==> src/hdl/rgle_pkg.sv <==
package rgle_pkg;

	localparam int COLOR_COUNT    = 7;
	localparam int SEG_W          = 3;
	localparam int BYTE_W         = 8;
	localparam int COLOR_W        = 24;
	localparam int CHAN_COUNT     = 3;
	localparam int CHAN_W         = 2;
	localparam int BITS_PER_FRAME = 24;
	localparam int BIT_CNT_W      = 5;
	localparam int SERIAL_CNT_W   = 3;
	localparam int CFG_IDX_W      = 4;
	localparam int UNITS_W        = 3;

	localparam logic [BYTE_W-1:0] STEPS_RESET = 8'd100;
	localparam logic [BYTE_W-1:0] STEPS_MIN   = 8'd1;
	localparam logic [BYTE_W-1:0] STEPS_MAX   = 8'd254;

	localparam logic [CFG_IDX_W-1:0] REG_STEPS       = 4'd0;
	localparam logic [CFG_IDX_W-1:0] REG_COLOR_FIRST = 4'd1;
	localparam logic [CFG_IDX_W-1:0] REG_COLOR_LAST  = CFG_IDX_W'(COLOR_COUNT);

	localparam logic [UNITS_W-1:0] UNITS_LONG  = 3'd7;
	localparam logic [UNITS_W-1:0] UNITS_SHORT = 3'd1;

	localparam logic [COLOR_W-1:0] PALETTE_RESET [7] = '{
		24'hFF0000, 24'hFF7F00, 24'hFFFF00, 24'h00FF00,
		24'h00FFFF, 24'h0000FF, 24'h9400D3
	};

	typedef struct packed {
		logic              done;
		logic [BYTE_W-1:0] value;
	} chan_res_t;

	function automatic logic [SEG_W-1:0] next_seg(input logic [SEG_W-1:0] s);
		logic [SEG_W-1:0] r;
		if (s >= SEG_W'(COLOR_COUNT - 1)) begin
			r = '0;
		end else begin
			r = s + SEG_W'(1);
		end
		return r;
	endfunction

endpackage

==> src/hdl/rgle_chan.sv <==
module rgle_chan (
	input  logic                           clk,
	input  logic                           arst_n,
	input  logic                           go,
	input  logic [rgle_pkg::BYTE_W-1:0]    first,
	input  logic [rgle_pkg::BYTE_W-1:0]    finish,
	input  logic [rgle_pkg::BYTE_W-1:0]    steps,
	input  logic [rgle_pkg::BYTE_W-1:0]    idx,
	output rgle_pkg::chan_res_t            res
);

	localparam logic [1:0] PH_IDLE = 2'd0;
	localparam logic [1:0] PH_DIV  = 2'd1;
	localparam logic [1:0] PH_MUL  = 2'd2;
	localparam logic [1:0] PH_FIN  = 2'd3;

	logic [1:0]                          phase_q;
	logic [rgle_pkg::SERIAL_CNT_W-1:0]   cnt_q;
	logic [rgle_pkg::BYTE_W-1:0]         a_q;
	logic [rgle_pkg::BYTE_W-1:0]         d_q;
	logic [rgle_pkg::BYTE_W-1:0]         rem_q;
	logic [rgle_pkg::BYTE_W-1:0]         quo_q;
	logic [rgle_pkg::BYTE_W-1:0]         idx_q;
	logic [rgle_pkg::BYTE_W-1:0]         prod_q;
	logic [rgle_pkg::BYTE_W-1:0]         base_q;
	logic                                neg_q;
	logic                                done_q;
	logic [rgle_pkg::BYTE_W-1:0]         value_q;

	logic [rgle_pkg::BYTE_W:0]           trial;
	logic [rgle_pkg::BYTE_W:0]           trial_sub;
	logic                                fits;
	logic                                last_cnt;

	assign trial     = {rem_q, a_q[rgle_pkg::BYTE_W-1]};
	assign trial_sub = trial - {1'b0, d_q};
	assign fits      = trial >= {1'b0, d_q};
	assign last_cnt  = cnt_q == '1;

	always_ff @(posedge clk or negedge arst_n) begin
		if (!arst_n) begin
			phase_q <= PH_IDLE;
			cnt_q   <= '0;
			done_q  <= 1'b0;
		end else begin
			done_q <= 1'b0;
			case (phase_q)
				PH_IDLE: begin
					if (go) begin
						phase_q <= PH_DIV;
						cnt_q   <= '0;
					end
				end
				PH_DIV: begin
					cnt_q <= cnt_q + 1'b1;
					if (last_cnt) begin
						phase_q <= PH_MUL;
					end
				end
				PH_MUL: begin
					cnt_q <= cnt_q + 1'b1;
					if (last_cnt) begin
						phase_q <= PH_FIN;
					end
				end
				PH_FIN: begin
					done_q  <= 1'b1;
					phase_q <= PH_IDLE;
				end
				default: begin
					phase_q <= PH_IDLE;
				end
			endcase
		end
	end

	always_ff @(posedge clk) begin
		case (phase_q)
			PH_IDLE: begin
				if (go) begin
					neg_q  <= finish < first;
					a_q    <= (finish < first) ? (first - finish) : (finish - first);
					d_q    <= steps;
					rem_q  <= '0;
					quo_q  <= '0;
					idx_q  <= idx;
					prod_q <= '0;
					base_q <= first;
				end
			end
			PH_DIV: begin
				a_q   <= {a_q[rgle_pkg::BYTE_W-2:0], 1'b0};
				rem_q <= fits ? trial_sub[rgle_pkg::BYTE_W-1:0] : trial[rgle_pkg::BYTE_W-1:0];
				quo_q <= {quo_q[rgle_pkg::BYTE_W-2:0], fits};
			end
			PH_MUL: begin
				prod_q <= {prod_q[rgle_pkg::BYTE_W-2:0], 1'b0}
					+ (idx_q[rgle_pkg::BYTE_W-1] ? quo_q : '0);
				idx_q  <= {idx_q[rgle_pkg::BYTE_W-2:0], 1'b0};
			end
			PH_FIN: begin
				value_q <= neg_q ? (base_q - prod_q) : (base_q + prod_q);
			end
			default: begin
			end
		endcase
	end

	assign res.done  = done_q;
	assign res.value = value_q;

endmodule

==> src/hdl/rgle_ser.sv <==
module rgle_ser (
	input  logic                              clk,
	input  logic                              arst_n,
	input  logic                              load,
	input  logic [rgle_pkg::COLOR_W-1:0]      color,
	output logic                              ready,
	output logic                              out_valid,
	input  logic                              out_stall,
	output logic                              data_bit,
	output logic [rgle_pkg::UNITS_W-1:0]      high_units,
	output logic [rgle_pkg::UNITS_W-1:0]      low_units,
	output logic                              frame_last
);

	logic                               busy_q;
	logic [rgle_pkg::COLOR_W-1:0]       sh_q;
	logic [rgle_pkg::BIT_CNT_W-1:0]     cnt_q;
	logic                               last_bit;

	assign last_bit = cnt_q == rgle_pkg::BIT_CNT_W'(rgle_pkg::BITS_PER_FRAME - 1);

	always_ff @(posedge clk or negedge arst_n) begin
		if (!arst_n) begin
			busy_q <= 1'b0;
			cnt_q  <= '0;
		end else if (!busy_q) begin
			if (load) begin
				busy_q <= 1'b1;
				cnt_q  <= '0;
			end
		end else if (!out_stall) begin
			cnt_q <= cnt_q + 1'b1;
			if (last_bit) begin
				busy_q <= 1'b0;
			end
		end
	end

	always_ff @(posedge clk) begin
		if (!busy_q) begin
			if (load) begin
				sh_q <= color;
			end
		end else if (!out_stall) begin
			sh_q <= {sh_q[rgle_pkg::COLOR_W-2:0], 1'b0};
		end
	end

	assign ready      = !busy_q;
	assign out_valid  = busy_q;
	assign data_bit   = sh_q[rgle_pkg::COLOR_W-1];
	assign high_units = sh_q[rgle_pkg::COLOR_W-1] ? rgle_pkg::UNITS_LONG : rgle_pkg::UNITS_SHORT;
	assign low_units  = sh_q[rgle_pkg::COLOR_W-1] ? rgle_pkg::UNITS_SHORT : rgle_pkg::UNITS_LONG;
	assign frame_last = busy_q && last_bit;

endmodule

==> src/hdl/rainbow_gradient_led_encoder_unit.sv <==
// An accepted frame request reads the segment's start and end colors, passes the
// three channels in turn through one bit-serial divide and multiply unit and loads
// the color into the serializer, which sends 24 bit symbols at one per cycle while
// the output is not stalled; the next request is taken once the serializer is loaded.
// Reset is asynchronous and active low; it loads the default palette and step count
// and restarts the fade at the first segment, step zero.
module rainbow_gradient_led_encoder_unit (
	input  logic                                clk,
	input  logic                                arst_n,
	input  logic                                in_valid,
	output logic                                in_stall,
	input  logic                                frame_tick,
	output logic                                out_valid,
	input  logic                                out_stall,
	output logic                                data_bit,
	output logic [rgle_pkg::UNITS_W-1:0]        high_units,
	output logic [rgle_pkg::UNITS_W-1:0]        low_units,
	output logic                                frame_last,
	input  logic                                cfg_valid,
	output logic                                cfg_ready,
	input  logic [rgle_pkg::CFG_IDX_W-1:0]      cfg_index,
	input  logic [rgle_pkg::COLOR_W-1:0]        cfg_data
);

	localparam logic [2:0] ST_IDLE = 3'd0;
	localparam logic [2:0] ST_RDS  = 3'd1;
	localparam logic [2:0] ST_RDE  = 3'd2;
	localparam logic [2:0] ST_GO   = 3'd3;
	localparam logic [2:0] ST_CALC = 3'd4;
	localparam logic [2:0] ST_SEND = 3'd5;

	logic [2:0]                          state_q;
	logic [rgle_pkg::BYTE_W-1:0]         steps_q;
	logic [rgle_pkg::COLOR_W-1:0]        palette_q [rgle_pkg::COLOR_COUNT];
	logic [rgle_pkg::SEG_W-1:0]          seg_q;
	logic [rgle_pkg::BYTE_W-1:0]         step_q;
	logic [rgle_pkg::CHAN_W-1:0]         chan_q;
	logic [rgle_pkg::COLOR_W-1:0]        start_q;
	logic [rgle_pkg::COLOR_W-1:0]        end_q;
	logic [rgle_pkg::COLOR_W-1:0]        color_q;

	logic [rgle_pkg::BYTE_W-1:0]         steps_use;
	logic [rgle_pkg::SEG_W-1:0]          seg_safe;
	logic [rgle_pkg::SEG_W-1:0]          seg_rd;
	logic [rgle_pkg::COLOR_W-1:0]        pal_rd;
	logic [rgle_pkg::CFG_IDX_W-1:0]      pal_wr_idx;
	logic                                accept;
	logic                                chan_go;
	logic                                ser_ready;
	logic                                ser_load;
	rgle_pkg::chan_res_t                 chan_res;

	always_comb begin
		steps_use = steps_q;
		if (steps_q < rgle_pkg::STEPS_MIN) begin
			steps_use = rgle_pkg::STEPS_MIN;
		end else if (steps_q > rgle_pkg::STEPS_MAX) begin
			steps_use = rgle_pkg::STEPS_MAX;
		end
	end

	assign seg_safe   = (seg_q >= rgle_pkg::SEG_W'(rgle_pkg::COLOR_COUNT)) ? '0 : seg_q;
	assign seg_rd     = (state_q == ST_RDE) ? rgle_pkg::next_seg(seg_q) : seg_q;
	assign pal_rd     = palette_q[seg_rd];
	assign pal_wr_idx = cfg_index - rgle_pkg::REG_COLOR_FIRST;
	assign accept     = in_valid && !in_stall;
	assign in_stall   = state_q != ST_IDLE;
	assign cfg_ready  = 1'b1;
	assign chan_go    = state_q == ST_GO;
	assign ser_load   = (state_q == ST_SEND) && ser_ready;

	always_ff @(posedge clk or negedge arst_n) begin
		if (!arst_n) begin
			steps_q <= rgle_pkg::STEPS_RESET;
			for (int k = 0; k < rgle_pkg::COLOR_COUNT; k++) begin
				palette_q[k] <= rgle_pkg::PALETTE_RESET[k];
			end
		end else if (cfg_valid && cfg_ready) begin
			if (cfg_index == rgle_pkg::REG_STEPS) begin
				steps_q <= cfg_data[rgle_pkg::BYTE_W-1:0];
			end else if (cfg_index >= rgle_pkg::REG_COLOR_FIRST
				&& cfg_index <= rgle_pkg::REG_COLOR_LAST) begin
				palette_q[pal_wr_idx[rgle_pkg::SEG_W-1:0]] <= cfg_data;
			end
		end
	end

	always_ff @(posedge clk or negedge arst_n) begin
		if (!arst_n) begin
			state_q <= ST_IDLE;
			seg_q   <= '0;
			step_q  <= '0;
			chan_q  <= '0;
		end else begin
			case (state_q)
				ST_IDLE: begin
					if (accept && frame_tick) begin
						state_q <= ST_RDS;
						chan_q  <= '0;
						if (step_q > steps_use) begin
							step_q <= '0;
							seg_q  <= rgle_pkg::next_seg(seg_safe);
						end else begin
							seg_q <= seg_safe;
						end
					end
				end
				ST_RDS: begin
					state_q <= ST_RDE;
				end
				ST_RDE: begin
					state_q <= ST_GO;
				end
				ST_GO: begin
					state_q <= ST_CALC;
				end
				ST_CALC: begin
					if (chan_res.done) begin
						chan_q <= chan_q + 1'b1;
						if (chan_q == rgle_pkg::CHAN_W'(rgle_pkg::CHAN_COUNT - 1)) begin
							state_q <= ST_SEND;
						end else begin
							state_q <= ST_GO;
						end
					end
				end
				ST_SEND: begin
					if (ser_ready) begin
						state_q <= ST_IDLE;
						if (step_q >= steps_use) begin
							step_q <= '0;
							seg_q  <= rgle_pkg::next_seg(seg_q);
						end else begin
							step_q <= step_q + 1'b1;
						end
					end
				end
				default: begin
					state_q <= ST_IDLE;
				end
			endcase
		end
	end

	always_ff @(posedge clk) begin
		case (state_q)
			ST_RDS: begin
				start_q <= pal_rd;
			end
			ST_RDE: begin
				end_q <= pal_rd;
			end
			ST_CALC: begin
				if (chan_res.done) begin
					color_q <= {color_q[rgle_pkg::COLOR_W-rgle_pkg::BYTE_W-1:0], chan_res.value};
					start_q <= {start_q[rgle_pkg::COLOR_W-rgle_pkg::BYTE_W-1:0],
						{rgle_pkg::BYTE_W{1'b0}}};
					end_q   <= {end_q[rgle_pkg::COLOR_W-rgle_pkg::BYTE_W-1:0],
						{rgle_pkg::BYTE_W{1'b0}}};
				end
			end
			default: begin
			end
		endcase
	end

	rgle_chan u_chan (
		.clk    (clk),
		.arst_n (arst_n),
		.go     (chan_go),
		.first  (start_q[rgle_pkg::COLOR_W-1 -: rgle_pkg::BYTE_W]),
		.finish (end_q[rgle_pkg::COLOR_W-1 -: rgle_pkg::BYTE_W]),
		.steps  (steps_use),
		.idx    (step_q),
		.res    (chan_res)
	);

	rgle_ser u_ser (
		.clk        (clk),
		.arst_n     (arst_n),
		.load       (ser_load),
		.color      (color_q),
		.ready      (ser_ready),
		.out_valid  (out_valid),
		.out_stall  (out_stall),
		.data_bit   (data_bit),
		.high_units (high_units),
		.low_units  (low_units),
		.frame_last (frame_last)
	);

endmodule
==> config.mk <==
export PLATFORM = sky130hd
export DESIGN_NAME = rainbow_gradient_led_encoder_unit
export DESIGN_NICKNAME = d
export VERILOG_FILES = /design/src/hdl/rgle_pkg.sv /design/src/hdl/rgle_chan.sv /design/src/hdl/rgle_ser.sv /design/src/hdl/rainbow_gradient_led_encoder_unit.sv
export SDC_FILE = /design/constraint.sdc
export NUM_CORES = 1
export LEC_CHECK = 0
export BUFFER_PORTS_ARGS = -buffer_cell sky130_fd_sc_hd__buf_2
export CAP_MARGIN = 20
export CELL_PAD_IN_SITES_DETAIL_PLACEMENT = 1
export CELL_PAD_IN_SITES_GLOBAL_PLACEMENT = 1
export CORE_UTILIZATION = 52
export DETAILED_ROUTE_END_ITERATION = 8
export GPL_ROUTABILITY_DRIVEN = 0
export PLACE_DENSITY = 0.84
export SETUP_SLACK_MARGIN = 0.4
export SYNTH_ARGS = -nofsm -noshare
export SYNTH_HDL_FRONTEND = slang
export SYNTH_HIERARCHICAL = 1
export SYNTH_SLANG_ARGS = --single-unit
==> constraint.sdc <==
create_clock -name clk -period 3.65 [get_ports clk]
set_clock_uncertainty 0.05 [all_clocks]
set_input_delay 0.5475 -clock clk [delete_from_list [all_inputs] [get_ports clk]]
set_output_delay 0.5475 -clock clk [all_outputs]
set_load 0.02 [all_outputs]
After elaboration in Yosys (flattened, before gate mapping) --
Index checks and enable logic that the tools add are counted.
Storage, ports and cells: register bits after elaboration 365, bits of input ports 34, output and inout bits 11, word-level logic and storage cells 181
Cells by class: add/sub/neg operators 13, order comparisons 14, equality and inequality tests 20, mux-type cells 65, bitwise gates (word level) 3, reduce and logical (&&, ||, !) cells 36
Operators with widths (count):
- two-way mux 24 bit | 8
- bitwise mux 168 bit | 1
- two-way mux 8 bit | 13
- case mux 24 bit (2 select lines) | 2
- case mux 8 bit (2 select lines) | 6
- binary-select mux 24 bit (select 3 bit) | 1
- demux 24 bit (select 3 bit) | 1
- two-way mux 3 bit | 15
- subtractor 8 bit | 4
- case mux 3 bit (6 select lines) | 1
- AND reduction 2 bit | 9
- adder 8 bit | 2
- nonzero test 2 bit | 8
- two-way mux 5 bit | 3
- case mux 3 bit (2 select lines) | 2
- AND reduction 3 bit | 4
- two-way mux 2 bit | 5
- inequality test 2 bit (second input constant) | 5
- adder 3 x 1 -> 3 bit (second input constant) | 3
- equality test 3 bit (second input constant) | 3
- >= comparator 3 bit (second input constant) | 3
- >= comparator 9 x 8 -> 1 bit | 1
- adder 8 x 1 -> 8 bit (second input constant) | 1
- >= comparator 4 bit (second input constant) | 2
- other kinds (30) | 48

Longest topological paths before layout --
Gate-level depths: netlist of the first run.
word-level depth 8, gate-level depth with buffers 10

Modules after synthesis --
Netlist of the first run, hierarchy kept.
Modules (own cells, without submodules):
- rainbow_gradient_led_encoder_unit | instances 1, cells an instance 1049, area each 12435.7 um^2
- rgle_chan | instances 1, cells an instance 380, area each 4404.2 um^2
- rgle_ser | instances 1, cells an instance 93, area each 1400.1 um^2

Worst setup path before layout of the first run --
OpenSTA, ideal clock, no wires.
path kind register to register, start point register u_chan.phase_q[1], end point register u_chan/a_q[0] (netlist name), enable pin, setup time 0.438 ns, arrival 2.893 ns, data required time 3.162 ns, path slack 0.269 ns, cell stages (with the launch flop) 7, clock period less this slack 3.381 ns, cell sequence dfrtp_1 > inv_1 > ha_1 > clkbuf_1 > inv_1 > clkbuf_1 > o21ai_0
On the way: word-level cells in the longest chain between the ends 3
RTL lines:
- from (decl) | RTL line rgle_chan.sv:17 | logic [1:0] phase_q;
- from (signal assigned) | RTL line rgle_chan.sv:42 | phase_q <= PH_IDLE;
- from (signal assigned) | RTL line rgle_chan.sv:50 | phase_q <= PH_DIV;
- from (signal assigned) | RTL line rgle_chan.sv:57 | phase_q <= PH_MUL;
- equality test 2 x 1 -> 1 bit or logical NOT 2 bit (tied branches) | RTL line rgle_chan.sv:78 | case (phase_q)
- nonzero test 2 bit (no line) or inequality test 2 bit (tied branches)
- AND reduction 2 bit (no line) (*)
- to (signal assigned) | RTL line rgle_chan.sv:82 | a_q <= (finish < first) ? (first - finish) : (finish - first);
- to (signal assigned) | RTL line rgle_chan.sv:92 | a_q <= {a_q[rgle_pkg::BYTE_W-2:0], 1'b0};
- to (decl) | RTL line rgle_chan.sv:19 | logic [rgle_pkg::BYTE_W-1:0] a_q;
Mark *: on every way between the ends. The rest lies on a longest branch, timed or not. A chain may end at the register's enable or synchronous reset.

Worst setup path in the final report of the first run --
start point register state_q[1], end point register end_q[15] (netlist name) (data pin)
On the way: word-level cells in the longest chain between the ends 7
RTL lines:
- from (decl) | RTL line rainbow_gradient_led_encoder_unit.sv:32 | logic [2:0] state_q;
- from (signal assigned) | RTL line rainbow_gradient_led_encoder_unit.sv:90 | state_q <= ST_IDLE;
- from (signal assigned) | RTL line rainbow_gradient_led_encoder_unit.sv:98 | state_q <= ST_RDS;
- from (signal assigned) | RTL line rainbow_gradient_led_encoder_unit.sv:109 | state_q <= ST_RDE;
- equality test 3 x 2 -> 1 bit | RTL line rainbow_gradient_led_encoder_unit.sv:63, rainbow_gradient_led_encoder_unit.sv:146
- two-way mux 3 bit | RTL line rainbow_gradient_led_encoder_unit.sv:63 | assign seg_rd = (state_q == ST_RDE) ? rgle_pkg::next_seg(seg_q) : seg_q;
- NOT 3 -> 4 bit (implied by the code) | RTL line rainbow_gradient_led_encoder_unit.sv:64 | assign pal_rd = palette_q[seg_rd];
- binary-select mux 24 bit (select 3 bit) | RTL line rainbow_gradient_led_encoder_unit.sv:64
- two-way mux 24 bit (implied by the code) (2 in a row) | RTL line rainbow_gradient_led_encoder_unit.sv:64
- case mux 24 bit (2 select lines) (*) | RTL line rainbow_gradient_led_encoder_unit.sv:146 | case (state_q)
- to (signal assigned) | RTL line rainbow_gradient_led_encoder_unit.sv:151 | end_q <= pal_rd;
- to (signal assigned) | RTL line rainbow_gradient_led_encoder_unit.sv:158 | end_q <= {end_q[rgle_pkg::COLOR_W-rgle_pkg::BYTE_W-1:0],
- to (decl) | RTL line rainbow_gradient_led_encoder_unit.sv:39 | logic [rgle_pkg::COLOR_W-1:0] end_q;
Mark *: on every way between the ends. The rest lies on a longest branch, timed or not. The select of a mux whose other input is x is not followed.

==> impl_metrics.py, run 1 <==
metrics = {
    "run_status": {
        "status": "finished, final reports clean",
    },
    "routing": {
        "via_count": 12600,
        "drc_errors": 0,
        "ant_nets": 0,
        "routed_via_density": 6.13,
        "finalWirelength_um": 49000,
        "wl_per_cell_um": 23.8,
        "drtPass1Iterations": 5,
        "first_iter_violations": 784,
    },
    "power_and_ir_drop": {
        "comb_power_share": 0.175,
        "seq_power_share": 0.498,
        "p_per_area_nw_per_um2": 572,
        "internal_power_mw": 8.41,
        "power.ir.vdd_worst_mv": 0.484,
        "p_switching_mw": 3.17,
        "sw_frac_of_total": 0.274,
        "power_frac_clock": 0.327,
        "finalPower_mw": 11.6,
        "p_leak_nw": 8.22,
    },
    "synthesis": {
        "ys_seq_elements": 365,
        "synth_area_um2": 18200,
        "postSynthCellCount": 1522,
        "synth-main-ff-cell": "edfxtp_1",
        "seq_area_frac_synth": 0.551,
        "ys_warn_count": 6,
        "synth_edf_count": 161,
        "synth.distinct_cells": 86,
        "async_flop_share": 0.559,
        "avgSynthCellArea_um2": 12.0,
    },
    "layout": {
        "finalNetCount": 1666,
        "drive_gt1_frac": 0.311,
        "seq_area_um2": 10000,
        "syn_to_final_growth_pct": 11.0,
        "n_fill_cell": 3511,
        "layout_commonest_cell": "nand2_1",
        "multi_input_comb_area_um2": 7550,
        "final_util": 0.586,
        "final_cell_mix": "nand2_1, mux2_2, edfxtp_1",
    },
    "sta": {
        "finalHoldViolations": 0,
        "fmax_ghz": 0.331,
        "max_slew_margin": 0.318,
        "finalCriticalPeriod_ns": 3.02,
        "rsz0062_at_grt": "no",
        "finalCritPeriodShare": 0.827,
        "tns_ns": 0,
        "timing_worst_slew_pin_value_ns": 1.02,
        "drv_slew": 0,
        "setup_violations": 0,
    },
    "floorplan": {
        "die_area_um2": 35800,
        "num_io_pins": 45,
        "dieWidth_um": 189,
        "coreArea_um2": 34500,
        "row_count": 68,
        "start_util": 0.528,
        "die_y_um": 189,
    },
    "clocking": {
        "cts.path.max_buffers": 3,
        "clkTransAtPathRegs_ns": 0.06,
        "insertion_delay_ns": 0.56,
        "cts-root-buf": "clkbuf_16",
        "htree_levels": 2,
        "cts_tree": "yes",
        "cts_sinks": 365,
        "cts_made_buffers": 39,
        "cts_hold_buf": 0,
    },
    "job": {
        "drv_cap": 0,
    },
    "setup_path": {
        "endpoint_kind": "flop",
        "required_ns": 3.89,
        "worstPathMaxFanout": 36,
        "criticalPathCategory": "flop to flop",
        "startpoint_type": "flop",
        "worstPathArrival_ns": 3.26,
    },
    "grt": {
        "grt_max_degree": 101,
        "gr-total-overflow": 0,
        "grt_pass1_vias": 13800,
        "gr-usage-all-layers": 0.282,
        "grt_pass1_wl_um": 78500,
        "antenna_found_initial": 1,
    },
    "placement": {
        "dpl.hpwl_um": 32000,
        "port_buffers": 41,
    },
    "worst_hold_path": {
        "hold_path_class": "input port to async pin",
    },
}
-- what timing repair did --
item	in CTS	in global routing
setup endpoints to repair	0	20
setup buffers	0	3
gates resized for setup	0	2
-- per-layer routing --
metal | vias up | global-route usage | wire length (um)
li1 | 5606 | - | -
met1 | 6523 | 0.354 | 20300
met2 | 358 | 0.492 | 24800
met3 | 111 | 0.0376 | 2270
met4 | 0 | 0.113 | 1610
met5 | - | 0 | 0
-- final cells by class --
cell class                 count  share of cell area
clock buffer                  57              0.0525
inverter                      60              0.0111
clock inverter                14             0.00649
multi-input combinational   1006               0.373
tap                          455              0.0281
antenna                        1            0.000124
timing repair buffer          96              0.0328
sequential                   365               0.496
-- critical path: stages (launching register included) --
cell and delay (ns):
dfrtp_1 0.58, nor3b_4 0.29, buf_4 0.40, xnor2_1 0.35, buf_4 0.29, o221a_2 0.26
o32ai_2 0.41, nand2_1 0.11
-- synth_stat cells, drive strengths merged, types with 6 or more instances --
library cell | n | area (um2)
a211oi | 28 | 223
a21o | 11 | 85.1
a21oi | 72 | 364
a311oi | 16 | 140
a31oi | 11 | 68.8
and2 | 18 | 113
and3 | 24 | 151
buf | 43 | 283
clkbuf | 49 | 184
dfrtp | 122 | 3050
dfstp | 82 | 2150
edfxtp | 161 | 4830
ha | 59 | 738
inv | 60 | 225
mux2 | 207 | 2330
nand2 | 240 | 903
nand2b | 8 | 50.1
nand3 | 31 | 155
nor2 | 34 | 135
nor2b | 14 | 87.6
nor3 | 13 | 70.1
o211ai | 7 | 57.6
o21a | 10 | 75.1
o21ai | 52 | 268
o21bai | 6 | 45.0
o221a | 16 | 180
o22ai | 6 | 51.3
o32ai | 18 | 248
or2 | 7 | 43.8
xnor2 | 22 | 193
xor2 | 9 | 78.8
-- path summary, 6_finish.rpt --
| check | cells past startpoint | startpoint | slack, ns | end |
|---|---|---|---|---|
| worst min-delay path | 1 | arst_n | 0.06 | palette_q[15] |
| max in group asynchronous | 2 | arst_n | 2.58 | palette_q[163] |
| min in group clk | 3 | cfg_data[6] | 0.25 | steps_q[6] |
| worst max register to register | 7 | state_q[1] | 0.63 | end_q[15] |
| worst min register to register | 0 | u_chan/value_q[4] | 0.38 | color_q[4] |
| worst max-delay path | 7 | state_q[1] | 0.63 | end_q[15] |
-- sequential cells by signal, indices dropped and copies added (netlist names) --
register,count
palette_q,168
color_q,24
end_q,24
start_q,24
u_ser/sh_q,24
step_q,8
steps_q,8
u_chan/a_q,8
u_chan/base_q,8
u_chan/d_q,8
u_chan/idx_q,8
u_chan/prod_q,8
u_chan/quo_q,8
u_chan/rem_q,8
u_chan/value_q,8
u_ser/cnt_q,5
seg_q,3
state_q,3
u_chan/cnt_q,3
chan_q,2
u_chan/phase_q,2
u_chan/done_q,1
u_chan/neg_q,1
u_ser/out_valid,1
-- power by group through the flow --
stage	combinational, mW	clock [mW]	sequential, mW
6_report	2.02	3.79	5.77
3_5_place_dp	1.99	0	5.82
3_3_place_gp	1.85	0	5.75
5_1_grt	2.21	3.99	5.85
2_1_floorplan	1.55	0	5.64
4_1_cts	2.03	3.84	5.76
-- metrics by stage --
stage | hold slack, ns | std cells | worst slack (ns) | area [um2]
after CTS | 0.0701 | 2050 | 0.481 | 20200
after global routing | 0.110 | 2054 | 0.413 | 20300
final | 0.0647 | 2054 | 0.632 | 20300
after floorplan | 0.202 | 1523 | 0.584 | 18200
after global placement | 0.355 | 1979 | 0.635 | 19000
after detailed placement | 0.372 | 1979 | 0.540 | 19000
-- logic make-up (layout without fill, tap and decap cells) --
| group | Yosys count | after routing | share of synthesized area |
|---|---|---|---|
| flip-flops | 365 | 365 | 0.551 |
| adder cells (fa/ha/maj) | 64 | 64 | 0.0460 |
| buffers and inverters | 152 | 227 | 0.0379 |
| AO/OA/AOI/OAI | 285 | 285 | 0.116 |
| XOR/XNOR | 31 | 31 | 0.0149 |
| AND/OR/NAND/NOR | 411 | 411 | 0.104 |
| other | 2 | 4 | 0.000412 |
| multiplexers | 212 | 212 | 0.131 |
No activity file was read; power rests on OpenSTA's default activity.
==> run 2: changes to the inputs <==
Settings changed: CORE_UTILIZATION 52 to 47, PLACE_DENSITY 0.84 to 0.81.
Clock period 3.65 ns to 2.57 ns, I/O delays scaled along.
==> run 2 against run 1 <==
  * The flow now finishes with violations (setup timing)
  * Sequential share of layout area fell by 6.3 points
  * Cell area up 15%
  * Sequential power increased by 47%
  * Hold slack improved by 0.0098 ns
  * Final cell count up 8.5%
  * Highest routed layer unchanged
==> impl_metrics.py, run 2 (synthesis gave the netlist of run 1 again) <==
metrics = {
    "run_status": {
        "status": "finished, violations left",
        "violations": "setup timing",
    },
    "sta": {
        "drv_slew": 0,
        "finalCriticalPeriod_ns": 2.88,
        "fmax_ghz": 0.347,
        "finalCritPeriodShare": 1.12,
        "finalHoldViolations": 0,
        "timing_worst_slew_pin_value_ns": 0.908,
        "max_slew_margin": 0.393,
        "rsz0062_at_grt": "yes",
        "setup_slack_ns": -0.314,
        "setup_violations": 50,
        "whs_ns": 0.0745,
    },
    "routing": {
        "routed_via_density": 6.51,
        "drtPass1Iterations": 7,
        "drc_errors": 0,
        "via_count": 14500,
        "first_iter_violations": 1281,
        "wl_per_cell_um": 31.0,
        "finalWirelength_um": 69100,
        "ant_nets": 0,
    },
    "placement": {
        "port_buffers": 41,
        "dpl.hpwl_um": 32500,
        "dp.cells": 2056,
    },
    "setup_path": {
        "rr_worst_depth": 11,
        "worstPathArrival_ns": 3.35,
        "endpoint_kind": "flop",
        "required_ns": 3.04,
        "worstPathMaxFanout": 4,
        "startpoint_type": "flop",
        "criticalPathCategory": "flop to flop",
    },
    "layout": {
        "layout_commonest_cell": "nand2_1",
        "largest_register_ffs": 168,
        "antenna_cells": 0,
        "final_cells": 2228,
        "regMostFlops": "palette_q",
        "drive_gt1_frac": 0.475,
        "syn_to_final_growth_pct": 27.4,
        "n_fill_cell": 3635,
        "finalNetCount": 1783,
        "final_cell_mix": "nand2_1, mux2_2, edfxtp_1",
    },
    "power_and_ir_drop": {
        "p_leak_nw": 9.33,
        "sw_frac_of_total": 0.301,
        "finalPower_mw": 18.3,
        "p_switching_mw": 5.50,
        "power_frac_clock": 0.325,
        "seq_power_share": 0.464,
        "power.ir.vdd_worst_mv": 0.588,
        "internal_power_mw": 12.7,
        "p_per_area_nw_per_um2": 786,
        "comb_power_share": 0.211,
    },
    "clocking": {
        "insertion_delay_ns": 0.60,
        "clkTransAtPathRegs_ns": 0.06,
        "cts_sinks": 365,
        "htree_levels": 2,
        "cts-root-buf": "clkbuf_16",
        "cts.path.max_buffers": 3,
        "cts_tree": "yes",
        "cts_made_buffers": 40,
    },
    "floorplan": {
        "coreArea_um2": 37900,
        "die_y_um": 199,
        "dieWidth_um": 199,
        "start_util": 0.481,
        "row_count": 71,
        "die_area_um2": 39600,
        "num_io_pins": 45,
    },
    "grt": {
        "gr-usage-all-layers": 0.302,
        "grt_pass1_wl_um": 89500,
        "antenna_found_initial": 0,
        "grt_max_degree": 64,
        "gr-total-overflow": 0,
        "grt_pass1_vias": 15000,
    },
    "worst_hold_path": {
        "holdPathStages": 2,
        "hold_path_class": "input port to flop",
    },
    "job": {
        "drv_cap": 0,
    },
}
[run 2: changes by cell type in the layout (fill, tap and decap cells not counted), moves of 12 or more]
cell | previous run | this run
a21oi_1 | 71 | 21
nand2_2 | 1 | 14
a211oi_1 | 27 | 15
buf_4 | 52 | 101
nand2_4 | 0 | 12
a311oi_1 | 16 | 2
a211oi_2 | 0 | 12
a21oi_2 | 1 | 43
ha_4 | 0 | 13
nand2_1 | 239 | 214
o21ai_0 | 43 | 31
buf_12 | 3 | 28
buf_6 | 0 | 29
ha_1 | 59 | 42
[run 2: layout make-up]
| type | count | area, um2 | share of cell area |
|---|---|---|---|
| multi-input combinational | 1008 | 8860 | 0.381 |
| tap | 511 | 639 | 0.0275 |
| timing repair buffer | 210 | 2150 | 0.0925 |
| clock buffer | 59 | 1200 | 0.0518 |
| sequential | 365 | 10000 | 0.432 |
| inverter | 60 | 228 | 0.00980 |
| clock inverter | 15 | 103 | 0.00442 |
[run 2: per-layer routing]
| metal | track usage | part of all wire | up-vias |
|---|---|---|---|
| met3 | 0.0465 | 0.075 | 345 |
| met2 | 0.527 | 0.50 | 904 |
| met4 | 0.158 | 0.066 | 0 |
| met5 | 0 | 0 | - |
| met1 | 0.359 | 0.36 | 7422 |
| li1 | - | - | 5837 |
[run 2: timing repair]
item                                   CTS  global route
cloned                                   8             3
pin swaps                               71            90
buffers inserted                        60            26
setup endpoints to repair              102           146
gates resized for setup                130           161
endpoints found under the hold margin   33             0
hold buffers                             1             0
[run 2: power by group through the flow]
stage	Sequential (mW)	Clock, mW	Combinational (mW)
after global placement	8.20	0	2.64
final	8.47	5.93	3.85
after CTS	8.22	5.84	3.08
after floorplan	8.00	0	2.24
after global routing	8.53	6.14	4.07
after detailed placement	8.27	0	2.85
[run 2: worst max-delay path: stages (launching register included)]
cell,delay (ns)
dfrtp_1,0.43
nor4_2,0.39
a31oi_1,0.17
o21ai_2,0.25
ha_4,0.17
nor2b_1,0.05
o211ai_1,0.35
buf_4,0.21
a31oi_4,0.12
nor3_2,0.24
nor3b_2,0.23
a211o_1,0.15
[run 2: worst paths after layout]
kind                                    from         endpoint  slack, ns
min in group asynchronous             arst_n    palette_q[94]       0.28
max                               steps_q[4]        step_q[7]      -0.31
min                             cfg_data[10]    palette_q[58]       0.07
min reg2reg                u_chan/value_q[3]       color_q[3]       0.37
max in group asynchronous             arst_n  u_ser/out_valid       1.36
max reg2reg                       steps_q[4]        step_q[7]      -0.31
[run 2: per-stage QoR]
stage               worst slack [ns]  utilization  TNS (ns)  cell area [um2]
finish                        -0.314        0.612     -6.32            23200
global route                  -0.395        0.612     -9.90            23200
CTS                          -0.0183        0.586   -0.0269            22200
detailed placement            -0.310        0.518     -1.73            19700
global placement              -0.249        0.518    -0.620            19700
floorplan                      0.195            -         0            18500
==> run 3: changes to the inputs <==
Settings changed: CAP_MARGIN 20 to not set, SYNTH_HIERARCHICAL 1 to not set.
==> run 3 against run 2 <==
  * The flow still finishes with violations (setup timing)
  * Global-route usage down 1.2 points
  * Count of clock-buffer cells in the layout down 6
  * Area after synthesis down 2.9%
  * Critical path type unchanged
  * Critical endpoint is now step_q[2]
==> impl_metrics.py, run 3 <==
metrics = {
    "synthesis": {
        "synth.area.top_cells": "edfxtp_1, dfrtp_1, mux2_2",
        "synth.most_common_cell": "mux2_2",
        "synth_edf_count": 161,
        "synth_area_um2": 17700,
        "synth_commonest_cells": "mux2_2, nand2_1, edfxtp_1, dfrtp_1, dfstp_2",
        "synth-main-ff-cell": "edfxtp_1",
        "ys_seq_elements": 365,
        "synth.distinct_cells": 73,
        "synth_top_cell_by_area": "edfxtp_1",
        "synth_top_area_share": 0.273,
        "ys_warn_count": 0,
        "async_flop_share": 0.559,
        "postSynthCellCount": 1455,
        "avgSynthCellArea_um2": 12.2,
        "seq_area_frac_synth": 0.567,
    },
    "layout": {
        "antenna_cells": 0,
        "final_cells": 2146,
        "final_cell_mix": "mux2_2, edfxtp_1, nand2_1",
        "finalNetCount": 1709,
        "final_util": 0.617,
        "layout_commonest_cell": "mux2_2",
        "n_fill_cell": 3515,
        "syn_to_final_growth_pct": 28.3,
        "regMostFlops": "palette_q",
        "largest_register_ffs": 168,
        "drive_gt1_frac": 0.490,
    },
    "sta": {
        "finalHoldViolations": 0,
        "setup_slack_ns": -0.197,
        "whs_ns": 0.0845,
        "setup_violations": 39,
        "timing_worst_slew_pin_value_ns": 0.696,
        "finalCritPeriodShare": 1.08,
        "rsz0062_at_grt": "yes",
        "max_slew_margin": 0.534,
        "drv_slew": 0,
        "fmax_ghz": 0.361,
        "finalCriticalPeriod_ns": 2.77,
    },
    "placement": {
        "dp_slack_ns": -0.128,
        "dp.cells": 1981,
        "dpl.hpwl_um": 29000,
        "port_buffers": 41,
    },
    "routing": {
        "met2_length_um": 32300,
        "routed-wl-met3_um": 3380,
        "first_iter_violations": 1017,
        "routed_via_density": 6.21,
        "drtPass1Iterations": 5,
        "wl_met1_um": 22700,
        "finalWirelength_um": 61800,
        "wl_per_cell_um": 28.8,
        "ant_nets": 0,
        "drc_errors": 0,
        "via_count": 13300,
        "top_layer": "met4",
    },
    "clocking": {
        "clkTransAtPathRegs_ns": 0.06,
        "cts_tree": "yes",
        "cts_made_buffers": 41,
        "cts.path.max_buffers": 3,
        "insertion_delay_ns": 0.57,
        "cts_sinks": 365,
        "cts-root-buf": "clkbuf_16",
        "htree_levels": 2,
    },
    "power_and_ir_drop": {
        "power.ir.vdd_worst_mv": 0.985,
        "finalPower_mw": 16.5,
        "p_per_area_nw_per_um2": 724,
        "p_leak_nw": 9.13,
    },
    "setup_path": {
        "worstPathMaxFanout": 6,
        "worstPathArrival_ns": 3.15,
        "r2r_slack_ns": -0.20,
        "criticalPathCategory": "flop to flop",
        "endpoint_kind": "flop",
        "required_ns": 2.95,
        "startpoint_type": "flop",
    },
    "job": {
        "drv_cap": 0,
    },
    "run_status": {
        "status": "finished, violations left",
        "violations": "setup timing",
    },
    "floorplan": {
        "die_area_um2": 38500,
        "start_util": 0.480,
        "dieWidth_um": 196,
        "row_count": 70,
        "num_io_pins": 45,
        "coreArea_um2": 36900,
        "die_y_um": 196,
    },
    "grt": {
        "grt_pass1_vias": 14200,
        "grt_pass1_wl_um": 84300,
        "antenna_found_initial": 0,
        "grt_max_degree": 72,
        "gr-usage-all-layers": 0.290,
        "gr-total-overflow": 0,
    },
    "worst_hold_path": {
        "hold_path_class": "input port to flop",
    },
}
==> run 3: metrics by stage <==
step / cell area [um2] / setup TNS [ns]
4_1_cts: 21900 / -0.00862
5_1_grt: 22700 / -3.41
3_3_place_gp: 19200 / 0
2_1_floorplan: 18100 / 0
6_report: 22700 / -2.45
3_5_place_dp: 19200 / -0.513
==> run 3: critical path, cell delays in order (launching register included) <==
cell and delay [ns]:
dfstp_2 0.59, nand4_1 0.16, o31ai_2 0.25, o21ai_2 0.12, ha_2 0.19, nor2b_1 0.14
o211ai_1 0.12, buf_4 0.18, a21oi_4 0.14, o21ai_4 0.15, o22a_2 0.27, a211o_1 0.28
==> run 3: where the power goes <==
group / internal, mW / leakage (nW) / switching [mW]
Sequential: 7.45 / 3.68 / 0.732
Clock: 3.18 / 0.619 / 2.57
Combinational: 1.29 / 4.83 / 1.24
==> run 3: layout make-up <==
class	instances	area, um2	share of cell area
inverters	73	287	0.0126
clock inverters	22	151	0.00666
repair buffers	184	1820	0.0802
well taps	504	631	0.0277
multi-input cells	944	8680	0.382
clock buffers	53	1110	0.0489
flip-flops and latches	365	10000	0.442
repair inverters	1	7.51	0.000330
==> run 3: cell families after synthesis <==
group | synth area share
xor+xnor | 0.0124
other cells | 0.000212
fa+ha+maj | 0.0480
simple gates | 0.101
buf+inv | 0.0348
flops | 0.567
compound gates | 0.0741
mux | 0.162
==> run 3: worst paths after layout <==
path                                   start        endpoint  cells after the start
setup / recovery                  steps_q[5]       step_q[2]                     11
hold reg to reg            u_chan.value_q[2]      color_q[2]                      0
max in group asynchronous             arst_n      steps_q[6]                      3
setup reg to reg                  steps_q[5]       step_q[2]                     11
min in group asynchronous             arst_n  palette_q[147]                      2
hold / removal                  cfg_data[10]   palette_q[10]                      2
==> run 3: per-layer routing <==
layer | track usage | up-vias
met2 | 0.518 | 602
met3 | 0.0466 | 243
met4 | 0.158 | 0
li1 | - | 5521
met1 | 0.331 | 6959
met5 | 0 | -
==> run 3: timing repair <==
action	CTS	global route
hold endpoints to repair	35	0
pin swaps	82	71
setup endpoints to repair	100	135
buffers inserted	58	25
resized for setup	185	148
gates cloned	5	1
hold buffers	1	0
